File: config.mk
export PLATFORM = sky130hd
export DESIGN_NAME = chacha_core_permutation_top
export DESIGN_NICKNAME = d
export VERILOG_FILES = /design/src/rtl/ccp_pkg.sv /design/src/rtl/ccp_qstep.sv /design/src/rtl/ccp_datapath.sv /design/src/rtl/ccp_sequencer.sv /design/src/rtl/chacha_core_permutation_top.sv
export SDC_FILE = /design/constraint.sdc
export NUM_CORES = 2
export LEC_CHECK = 0
export ABC_AREA = 1
export BUFFER_PORTS_ARGS = -buffer_cell sky130_fd_sc_hd__buf_2
export CELL_PAD_IN_SITES_DETAIL_PLACEMENT = 1
export CELL_PAD_IN_SITES_GLOBAL_PLACEMENT = 1
export CORE_UTILIZATION = 32
export CTS_CLUSTER_DIAMETER = 30
export DETAILED_ROUTE_END_ITERATION = 10
export GPL_TIMING_DRIVEN = 1
export PLACE_DENSITY = 0.61
export SYNTH_ARGS = -nofsm -noshare
export SYNTH_HDL_FRONTEND = slang
export SYNTH_SLANG_ARGS = --single-unit
File: constraint.sdc
create_clock -name clk -period 30.9 [get_ports clk]
set_input_delay 6.18 -clock clk [delete_from_list [all_inputs] [get_ports clk]]
set_output_delay 6.18 -clock clk [all_outputs]
set_load 0.03 [all_outputs]
File: src/rtl/ccp_pkg.sv
// Shared types, codes and the microcode table of the ChaCha core permutation.
// Used by the sequencer, the datapath and the top level; depends on nothing.
package ccp_pkg;

    localparam int WORD_W     = 32;
    localparam int NUM_WORDS  = 16;
    localparam int IDX_W      = 4;
    localparam int NUM_LANES  = 4;
    localparam int UCODE_DEPTH = 8;
    localparam int PC_W       = 3;
    localparam logic [IDX_W-1:0] LAST_IDX = 4'd15;
    localparam logic [3:0] DOUBLE_ROUNDS_RESET = 4'd10;

    // Rotate amounts of the four quarter-round steps.
    typedef enum logic [1:0] {
        ROT16 = 2'd0,
        ROT12 = 2'd1,
        ROT8  = 2'd2,
        ROT7  = 2'd3
    } ccp_rot_t;

    // Sequencer opcodes.
    typedef enum logic {
        OP_NEXT      = 1'b0,
        OP_ROUND_END = 1'b1
    } ccp_op_t;

    typedef enum logic [2:0] {
        ST_LOAD = 3'b001,
        ST_RUN  = 3'b010,
        ST_EMIT = 3'b100
    } ccp_state_t;

    // One microcode word: which word group the lanes use, which half of the
    // quarter-round, the rotate, and the loop control.
    typedef struct packed {
        logic            diag;
        logic            sel_cd;
        ccp_rot_t        rot;
        ccp_op_t         op;
        logic [PC_W-1:0] target;
    } ccp_uword_t;

    // Control from sequencer to datapath.
    typedef struct packed {
        logic     load_shift;
        logic     emit_shift;
        logic     run;
        logic     diag;
        logic     sel_cd;
        ccp_rot_t rot;
    } ccp_ctrl_t;

    // One double round: column steps, then diagonal steps, then loop back.
    localparam ccp_uword_t UCODE [UCODE_DEPTH] = '{
        '{diag: 1'b0, sel_cd: 1'b0, rot: ROT16, op: OP_NEXT,      target: 3'd0},
        '{diag: 1'b0, sel_cd: 1'b1, rot: ROT12, op: OP_NEXT,      target: 3'd0},
        '{diag: 1'b0, sel_cd: 1'b0, rot: ROT8,  op: OP_NEXT,      target: 3'd0},
        '{diag: 1'b0, sel_cd: 1'b1, rot: ROT7,  op: OP_NEXT,      target: 3'd0},
        '{diag: 1'b1, sel_cd: 1'b0, rot: ROT16, op: OP_NEXT,      target: 3'd0},
        '{diag: 1'b1, sel_cd: 1'b1, rot: ROT12, op: OP_NEXT,      target: 3'd0},
        '{diag: 1'b1, sel_cd: 1'b0, rot: ROT8,  op: OP_NEXT,      target: 3'd0},
        '{diag: 1'b1, sel_cd: 1'b1, rot: ROT7,  op: OP_ROUND_END, target: 3'd0}
    };

endpackage

File: src/rtl/ccp_qstep.sv
// One quarter-round step lane: add, xor, rotate.
// Depends on ccp_pkg for the rotate codes.
module ccp_qstep (
    input  logic [31:0]       x,
    input  logic [31:0]       y,
    input  logic [31:0]       z,
    input  ccp_pkg::ccp_rot_t rot,
    output logic [31:0]       x_new,
    output logic [31:0]       z_new
);
    import ccp_pkg::*;

    logic [31:0] mix;

    assign x_new = x + y;
    assign mix   = z ^ x_new;

    always_comb
    begin
        case (rot)
            ROT16:   z_new = {mix[15:0], mix[31:16]};
            ROT12:   z_new = {mix[19:0], mix[31:20]};
            ROT8:    z_new = {mix[23:0], mix[31:24]};
            ROT7:    z_new = {mix[24:0], mix[31:25]};
            default: z_new = mix;
        endcase
    end

endmodule

File: src/rtl/ccp_datapath.sv
// State word registers with shift load/emit and four quarter-step lanes.
// Depends on ccp_pkg and ccp_qstep.
module ccp_datapath (
    input  logic               clk,
    input  ccp_pkg::ccp_ctrl_t ctrl,
    input  logic [31:0]        word_value,
    output logic [31:0]        result_word
);
    import ccp_pkg::*;

    logic [WORD_W-1:0] state_reg  [NUM_WORDS];
    logic [WORD_W-1:0] state_next [NUM_WORDS];
    logic [WORD_W-1:0] x_out [NUM_LANES];
    logic [WORD_W-1:0] z_out [NUM_LANES];

    genvar q, w;
    generate
        for (q = 0; q < NUM_LANES; q++)
        begin : g_lane
            localparam int IA  = q;
            localparam int IBC = 4 + q;
            localparam int ICC = 8 + q;
            localparam int IDC = 12 + q;
            localparam int IBD = 4 + (q + 1) % 4;
            localparam int ICD = 8 + (q + 2) % 4;
            localparam int IDD = 12 + (q + 3) % 4;

            logic [WORD_W-1:0] a, b, c, d, x, y, z;

            assign a = state_reg[IA];
            assign b = ctrl.diag ? state_reg[IBD] : state_reg[IBC];
            assign c = ctrl.diag ? state_reg[ICD] : state_reg[ICC];
            assign d = ctrl.diag ? state_reg[IDD] : state_reg[IDC];
            // First half: a += b, d ^= a. Second half: c += d, b ^= c.
            assign x = ctrl.sel_cd ? c : a;
            assign y = ctrl.sel_cd ? d : b;
            assign z = ctrl.sel_cd ? b : d;

            ccp_qstep u_qstep (
                .x     (x),
                .y     (y),
                .z     (z),
                .rot   (ctrl.rot),
                .x_new (x_out[q]),
                .z_new (z_out[q])
            );
        end

        for (w = 0; w < NUM_WORDS; w++)
        begin : g_word
            localparam int ROW  = w / 4;
            localparam int COL  = w % 4;
            localparam int LC   = COL;
            localparam int LD   = (COL - ROW + 4) % 4;

            logic [WORD_W-1:0] shift_in;
            logic [WORD_W-1:0] round_val;

            if (w == NUM_WORDS - 1)
            begin : g_tail
                assign shift_in = word_value;
            end
            else
            begin : g_body
                assign shift_in = state_reg[w + 1];
            end

            // Row 0 and 2 take the lane sum, rows 3 and 1 the rotated word.
            if (ROW == 0)
            begin : g_r0
                assign round_val = ctrl.sel_cd ? state_reg[w]
                                 : (ctrl.diag ? x_out[LD] : x_out[LC]);
            end
            else if (ROW == 2)
            begin : g_r2
                assign round_val = !ctrl.sel_cd ? state_reg[w]
                                 : (ctrl.diag ? x_out[LD] : x_out[LC]);
            end
            else if (ROW == 3)
            begin : g_r3
                assign round_val = ctrl.sel_cd ? state_reg[w]
                                 : (ctrl.diag ? z_out[LD] : z_out[LC]);
            end
            else
            begin : g_r1
                assign round_val = !ctrl.sel_cd ? state_reg[w]
                                 : (ctrl.diag ? z_out[LD] : z_out[LC]);
            end

            assign state_next[w] = (ctrl.load_shift || ctrl.emit_shift) ? shift_in
                                 : ctrl.run ? round_val
                                 : state_reg[w];
        end
    endgenerate

    always_ff @(posedge clk)
    begin
        for (int i = 0; i < NUM_WORDS; i++)
        begin
            state_reg[i] <= state_next[i];
        end
    end

    assign result_word = state_reg[0];

endmodule

File: src/rtl/ccp_sequencer.sv
// Microcoded sequencer: load/run/emit control, step counter, round counter.
// Depends on ccp_pkg for the microcode table and control types.
module ccp_sequencer (
    input  logic               clk,
    input  logic               rst_n,
    input  logic               in_valid,
    input  logic               out_stall,
    input  logic [3:0]         double_rounds,
    output ccp_pkg::ccp_ctrl_t ctrl,
    output logic               in_stall,
    output logic               out_valid,
    output logic [3:0]         result_index,
    output logic               last_word
);
    import ccp_pkg::*;

    ccp_state_t      state_reg, state_next;
    logic [IDX_W-1:0] word_count_reg, word_count_next;
    logic [3:0]      round_count_reg, round_count_next;
    logic [PC_W-1:0] pc_reg, pc_next;
    ccp_uword_t      uword;
    logic            in_beat, out_beat;

    assign uword    = UCODE[pc_reg];
    assign in_stall  = (state_reg != ST_LOAD);
    assign out_valid = (state_reg == ST_EMIT);
    assign in_beat   = in_valid && !in_stall;
    assign out_beat  = out_valid && !out_stall;
    assign result_index = word_count_reg;
    assign last_word    = (word_count_reg == LAST_IDX);

    assign ctrl.load_shift = in_beat;
    assign ctrl.emit_shift = out_beat;
    assign ctrl.run        = (state_reg == ST_RUN);
    assign ctrl.diag       = uword.diag;
    assign ctrl.sel_cd     = uword.sel_cd;
    assign ctrl.rot        = uword.rot;

    always_comb
    begin
        state_next       = state_reg;
        word_count_next  = word_count_reg;
        round_count_next = round_count_reg;
        pc_next          = pc_reg;
        case (state_reg)
            ST_LOAD:
            begin
                if (in_beat)
                begin
                    word_count_next = word_count_reg + 4'd1;
                    if (word_count_reg == LAST_IDX)
                    begin
                        round_count_next = double_rounds;
                        pc_next          = '0;
                        state_next       = (double_rounds == 4'd0) ? ST_EMIT : ST_RUN;
                    end
                end
            end
            ST_RUN:
            begin
                case (uword.op)
                    OP_ROUND_END:
                    begin
                        pc_next = uword.target;
                        if (round_count_reg == 4'd1)
                        begin
                            round_count_next = 4'd0;
                            state_next       = ST_EMIT;
                        end
                        else
                        begin
                            round_count_next = round_count_reg - 4'd1;
                        end
                    end
                    default:
                    begin
                        pc_next = pc_reg + 3'd1;
                    end
                endcase
            end
            ST_EMIT:
            begin
                if (out_beat)
                begin
                    word_count_next = word_count_reg + 4'd1;
                    if (word_count_reg == LAST_IDX)
                    begin
                        state_next = ST_LOAD;
                    end
                end
            end
            default:
            begin
                state_next = ST_LOAD;
            end
        endcase
    end

    always_ff @(posedge clk or negedge rst_n)
    begin
        if (!rst_n)
        begin
            state_reg       <= ST_LOAD;
            word_count_reg  <= '0;
            round_count_reg <= '0;
            pc_reg          <= '0;
        end
        else
        begin
            state_reg       <= state_next;
            word_count_reg  <= word_count_next;
            round_count_reg <= round_count_next;
            pc_reg          <= pc_next;
        end
    end

endmodule

File: src/rtl/chacha_core_permutation_top.sv
// Top level of the ChaCha core permutation: configuration register, sequencer
// and datapath. Depends on ccp_pkg, ccp_sequencer and ccp_datapath.
//
// The block takes the sixteen words of a ChaCha state, one beat each in index
// order, then runs the configured number of double rounds (no feed-forward
// add) and returns the sixteen permuted words in order with their index and a
// last marker on word 15. The round time is set by the microcode program:
// each of its eight steps runs one add-xor-rotate in four parallel lanes over
// the state registers. Input beats are held off while a block runs or is
// being emitted. The double_rounds register resets to 10; a write takes
// effect on the next block whose sixteenth word arrives after it. Zero rounds
// passes words through unchanged.
module chacha_core_permutation_top (
    input  logic        clk,
    input  logic        rst_n,
    input  logic        in_valid,
    output logic        in_stall,
    input  logic [31:0] word_value,
    output logic        out_valid,
    input  logic        out_stall,
    output logic [31:0] result_word,
    output logic [3:0]  result_index,
    output logic        last_word,
    input  logic        cfg_valid,
    output logic        cfg_ready,
    input  logic [3:0]  cfg_data
);
    import ccp_pkg::*;

    logic [3:0] double_rounds_reg, double_rounds_next;
    ccp_ctrl_t  ctrl;

    // Always take config beats; the user must write only while idle, the block does not enforce it.
    assign cfg_ready = 1'b1;
    assign double_rounds_next = (cfg_valid && cfg_ready) ? cfg_data : double_rounds_reg;

    always_ff @(posedge clk or negedge rst_n)
    begin
        if (!rst_n)
        begin
            double_rounds_reg <= DOUBLE_ROUNDS_RESET;
        end
        else
        begin
            double_rounds_reg <= double_rounds_next;
        end
    end

    // Sequence load, rounds and emit from the microcode table.
    ccp_sequencer u_seq (
        .clk           (clk),
        .rst_n         (rst_n),
        .in_valid      (in_valid),
        .out_stall     (out_stall),
        .double_rounds (double_rounds_reg),
        .ctrl          (ctrl),
        .in_stall      (in_stall),
        .out_valid     (out_valid),
        .result_index  (result_index),
        .last_word     (last_word)
    );

    // Hold the state words; shift them in and out, and mix them in rounds.
    ccp_datapath u_dp (
        .clk         (clk),
        .ctrl        (ctrl),
        .word_value  (word_value),
        .result_word (result_word)
    );

    // Never accept an input beat while results are on offer.
    a_no_load_during_emit: assert property (@(posedge clk) disable iff (!rst_n)
        out_valid |-> in_stall)
        else $error("input accepted while emitting");

    // A block's results start at word 0.
    a_emit_starts_at_zero: assert property (@(posedge clk) disable iff (!rst_n)
        $rose(out_valid) |-> (result_index == 4'd0))
        else $error("emit did not start at word 0");

    // After the last word is taken the block returns to loading.
    a_last_ends_emit: assert property (@(posedge clk) disable iff (!rst_n)
        (out_valid && !out_stall && last_word) |=> (!out_valid && !in_stall))
        else $error("emit did not end after last word");

    // Rounds never run while loading or emitting.
    a_run_exclusive: assert property (@(posedge clk) disable iff (!rst_n)
        ctrl.run |-> (in_stall && !out_valid))
        else $error("rounds overlap load or emit");

endmodule

==> results_tabular.tex <==
\begin{tabular}{lr}
\hline
Metric & Value \\
\hline
\multicolumn{2}{l}{\textbf{STA}} \\
\quad Shortest clock period the worst path allows after layout & 9.25 ns \\
\quad Largest clock skew in the final design & 0.0493 ns \\
\quad Final worst setup slack & 21.65 ns \\
\quad Unrepaired setup endpoints after global routing & false \\
\quad Share of the clock period used by the worst path after layout & 29.9\% \\
\quad Total negative slack for setup checks & 0 ns \\
\quad Fin. Hold Viols & 0 \\
\quad Setup violations, final & 0 \\
\quad F\_max & 108 MHz \\
\quad Max transition margin & 10.3\% \\
\quad Worst-Margin Slew & 1.34 ns \\
\quad Pins Over Slew Limit & 0 \\
\multicolumn{2}{l}{\textbf{Clocking}} \\
\quad Register clock-pin slew on the reported worst setup and hold paths & 0.04 ns \\
\quad Post-CTS sizing & 0 \\
\quad Sink count of the clock tree & 530 \\
\quad \# hold bufs at CTS & 0 \\
\quad Clock insertion delay at the later pin of the skew report & 0.85 ns \\
\quad Number of CTS-inserted buffers & 186 \\
\quad CTS tree & yes \\
\quad Clock root buffer & sky130\_fd\_sc\_hd\_\_clkbuf\_16 \\
\quad Clock Tree Buf Depth & 3 \\
\quad Post-CTS setup buffer count & 0 \\
\quad Number of H-tree branching levels & 4 \\
\multicolumn{2}{l}{\textbf{Global routing}} \\
\quad Global Route Usage Sum & 35.6\% \\
\quad Initial antenna violation count & 14 \\
\quad Pin count of the biggest net entering global routing & 163 \\
\quad Remaining global-route overflow & 0 \\
\quad First-pass GRT wire length & 391000 um \\
\quad Via count of the first global-routing pass & 54200 \\
\multicolumn{2}{l}{\textbf{Place}} \\
\quad Placed cell areas & 50700 um2 \\
\quad DP Cell Count & 9571 \\
\quad HPWL reported at the end of detailed placement & 222000 um \\
\quad Post-Place Worst Slack & 20.82 ns \\
\quad Routability congestion estimate from global placement & 1.03 \\
\quad Port Buf Inserts & 79 \\
\multicolumn{2}{l}{\textbf{Synth}} \\
\quad Yosys warning count & 0 \\
\quad Area share of the largest cell type after synthesis & 31.4\% \\
\quad Number of unique standard cell types used by synthesis & 49 \\
\quad Register bit total from synthesis & 530 \\
\quad Synth Flop Type & sky130\_fd\_sc\_hd\_\_edfxtp\_1 \\
\quad Mapped Area & 48900 um2 \\
\quad Most common library cells after synthesis & sky130\_fd\_sc\_hd\_\_nand2\_1 (3223), sky130\_fd\_sc\_hd\_\_o21ai\_0 (915), sky130\_fd\_sc\_hd\_\_inv\_1 (756) \\
\quad Synthesized Nets & 7982 \\
\quad Synth top area cells & sky130\_fd\_sc\_hd\_\_edfxtp\_1 (31\%), sky130\_fd\_sc\_hd\_\_nand2\_1 (25\%), sky130\_fd\_sc\_hd\_\_o21ai\_0 (9.4\%), sky130\_fd\_sc\_hd\_\_nand3\_1 (7.4\%), sky130\_fd\_sc\_hd\_\_inv\_1 (5.8\%) \\
\quad Sequential share of the synthesized area & 32.4\% \\
\quad Fraction of registers with async set/reset & 3.40\% \\
\quad Number of flops mapped to enable cells by yosys & 512 \\
\quad Average size of a mapped cell & 6.27 um2 \\
\quad Area leader, netlist & sky130\_fd\_sc\_hd\_\_edfxtp\_1 \\
\quad Most used standard cell by instance count after synthesis & sky130\_fd\_sc\_hd\_\_nand2\_1 \\
\quad Gate count after technology mapping & 7805 \\
\multicolumn{2}{l}{\textbf{Detailed routing}} \\
\quad DRC violations left & 0 \\
\quad DRT Pass-1 Iters & 5 \\
\quad Vias per inst & 5.59 \\
\quad Post-detailed-route wirelength per cell & 28.2 um \\
\quad Vias & 55600 \\
\quad Initial DRC count & 5564 \\
\quad Total detailed-routing wirelength & 280000 um \\
\quad Residual antenna-violating net count after detailed routing & 0 \\
\multicolumn{2}{l}{\textbf{Die}} \\
\quad I/O pin total & 81 \\
\quad Core Region & 152000 um2 \\
\quad Die Height & 393 um \\
\quad Starting utilization of the core area & 32.2\% \\
\quad Die ar. & 154000 um2 \\
\quad Chip Width & 393 um \\
\quad Number of rows in the core area & 143 \\
\multicolumn{2}{l}{\textbf{Critical path}} \\
\quad Kind of end point of the critical path & flop \\
\quad Kind of start point of the critical path & input port \\
\quad Max FO, Critical Path & 109 \\
\quad Cell with the most instances on the worst path & sky130\_fd\_sc\_hd\_\_buf\_4 \\
\quad Crit path max-delay family & buffers and inverters \\
\quad Sequence of cells on the critical path & buf\_2 -> inv\_1 -> nand2\_1 -> nand2\_4 -> inv\_8 -> o21ai\_4 -> buf\_4 -> buf\_4 -> buf\_4 \\
\quad Launching point of the worst reg2reg path & u\_seq.pc\_reg[2] \\
\quad Max incr delay on CP & 0.75 ns \\
\quad Cell type of the slowest stage on the worst timing path & sky130\_fd\_sc\_hd\_\_buf\_4 \\
\quad Crit path kind & input port to flop \\
\quad Number of buffers and inverters on the critical path & 6 \\
\quad Crit path required time & 31.33 ns \\
\quad Data arrival time of the critical path & 9.68 ns \\
\quad Worst setup path start & out\_stall \\
\multicolumn{2}{l}{\textbf{Worst hold path}} \\
\quad Class of the tightest hold or removal check & flop to flop \\
\quad Worst hold start & double\_rounds\_reg[3] \\
\multicolumn{2}{l}{\textbf{Run}} \\
\quad Maximum capacitance violations & 0 \\
\multicolumn{2}{l}{\textbf{Finish}} \\
\quad Final Non-Filler Cells & 9930 \\
\quad Share of cells above drive strength 1 & 6.30\% \\
\quad Final non-filler cell area & 57000 um2 \\
\quad Layout overhead on the synthesized area & 16.5\% \\
\quad Number of nets at the end of the flow & 7906 \\
\quad Number of flip-flops in the largest register & 512 \\
\multicolumn{2}{l}{\textbf{Outcome}} \\
\quad Outcome & completed \\
\hline
\end{tabular}
## through the flow
step                      utilization (%)  hold slack, ns
final                                37.5           0.507
after floorplan                         -           0.469
after global routing                 37.5           0.517
after CTS                            37.5           0.504
after global placement               33.4           0.487
after detailed placement             33.4           0.505
## logic make-up (layout without fill, tap and decap cells)
group                    Yosys count  after routing  synth area share, %
adder cells (fa/ha/maj)          136            136                 3.54
AND/OR/NAND/NOR                 4584           4584                 38.3
flip-flops                       530            530                 32.4
buffers and inverters           1165           1248                 9.44
multiplexers                      57             57                 1.17
other                              1             13              0.00767
XOR/XNOR                         118            118                 2.21
AO/OA/AOI/OAI                   1214           1214                 12.9
## cells in the final DEF, fill, tap and decap left out, types with 13 or more instances in the layout
cell,count
sky130_fd_sc_hd__mux2i_1,56
sky130_fd_sc_hd__nand4_1,104
sky130_fd_sc_hd__buf_4,56
sky130_fd_sc_hd__buf_2,79
sky130_fd_sc_hd__xor2_1,88
sky130_fd_sc_hd__or2_2,39
sky130_fd_sc_hd__a21oi_1,134
sky130_fd_sc_hd__nand2_1,3222
sky130_fd_sc_hd__clkinv_1,45
sky130_fd_sc_hd__edfxtp_1,512
sky130_fd_sc_hd__o21ai_0,913
sky130_fd_sc_hd__ha_1,128
sky130_fd_sc_hd__nor2_1,402
sky130_fd_sc_hd__a31oi_1,47
sky130_fd_sc_hd__o21ai_1,25
sky130_fd_sc_hd__or2_1,15
sky130_fd_sc_hd__bufinv_16,21
sky130_fd_sc_hd__clkbuf_16,186
sky130_fd_sc_hd__clkbuf_1,29
sky130_fd_sc_hd__xnor2_1,24
sky130_fd_sc_hd__nand3_1,723
sky130_fd_sc_hd__clkinv_2,45
sky130_fd_sc_hd__dfrtp_1,13
sky130_fd_sc_hd__inv_1,755
sky130_fd_sc_hd__nand3b_1,33
sky130_fd_sc_hd__o22ai_1,50
## layer usage
metal | up-vias | global-route usage, % | routed length, um | share of wire (%)
li1 | 25400 | - | - | -
met1 | 27500 | 47.8 | 122000 | 43
met2 | 2149 | 53.7 | 120000 | 43
met3 | 508 | 6.60 | 21700 | 7.7
met4 | 6 | 19.6 | 16600 | 5.9
met5 | - | 0 | 53 | 0.019
## worst min-delay path, cell delays in order (launching register included)
cell and delay (ns):
sky130_fd_sc_hd__dfstp_2 0.36, sky130_fd_sc_hd__inv_1 0.06, sky130_fd_sc_hd__o21ai_0 0.07
## path summary, 6_finish.rpt
path / slack, ns / endpoint / cells past startpoint
setup / recovery: 21.65 / u_dp.state_reg[10][25] / 9
hold / removal: 0.51 / double_rounds_reg[3] / 2
setup reg to reg: 22.38 / u_dp.state_reg[5][6] / 25
hold reg to reg: 0.51 / double_rounds_reg[3] / 2
max in group asynchronous: 25.20 / u_seq.pc_reg[2] / 1
min in group asynchronous: 5.32 / u_seq.state_reg[1] / 1
## final cells by class
cell class                 instances  area [um2]
fill                           19400       94900
multi-input combinational       6110       28500
antenna                           12        30.0
sequential                       530       15800
clock inverter                   130        1430
inverter                         761        2880
tap                             2030        2540
clock buffer                     217        4790
timing repair buffer             140         916
Power is not shown: default switching activity piles up to over one toggle a cycle in this logic, so the estimate is an artifact.
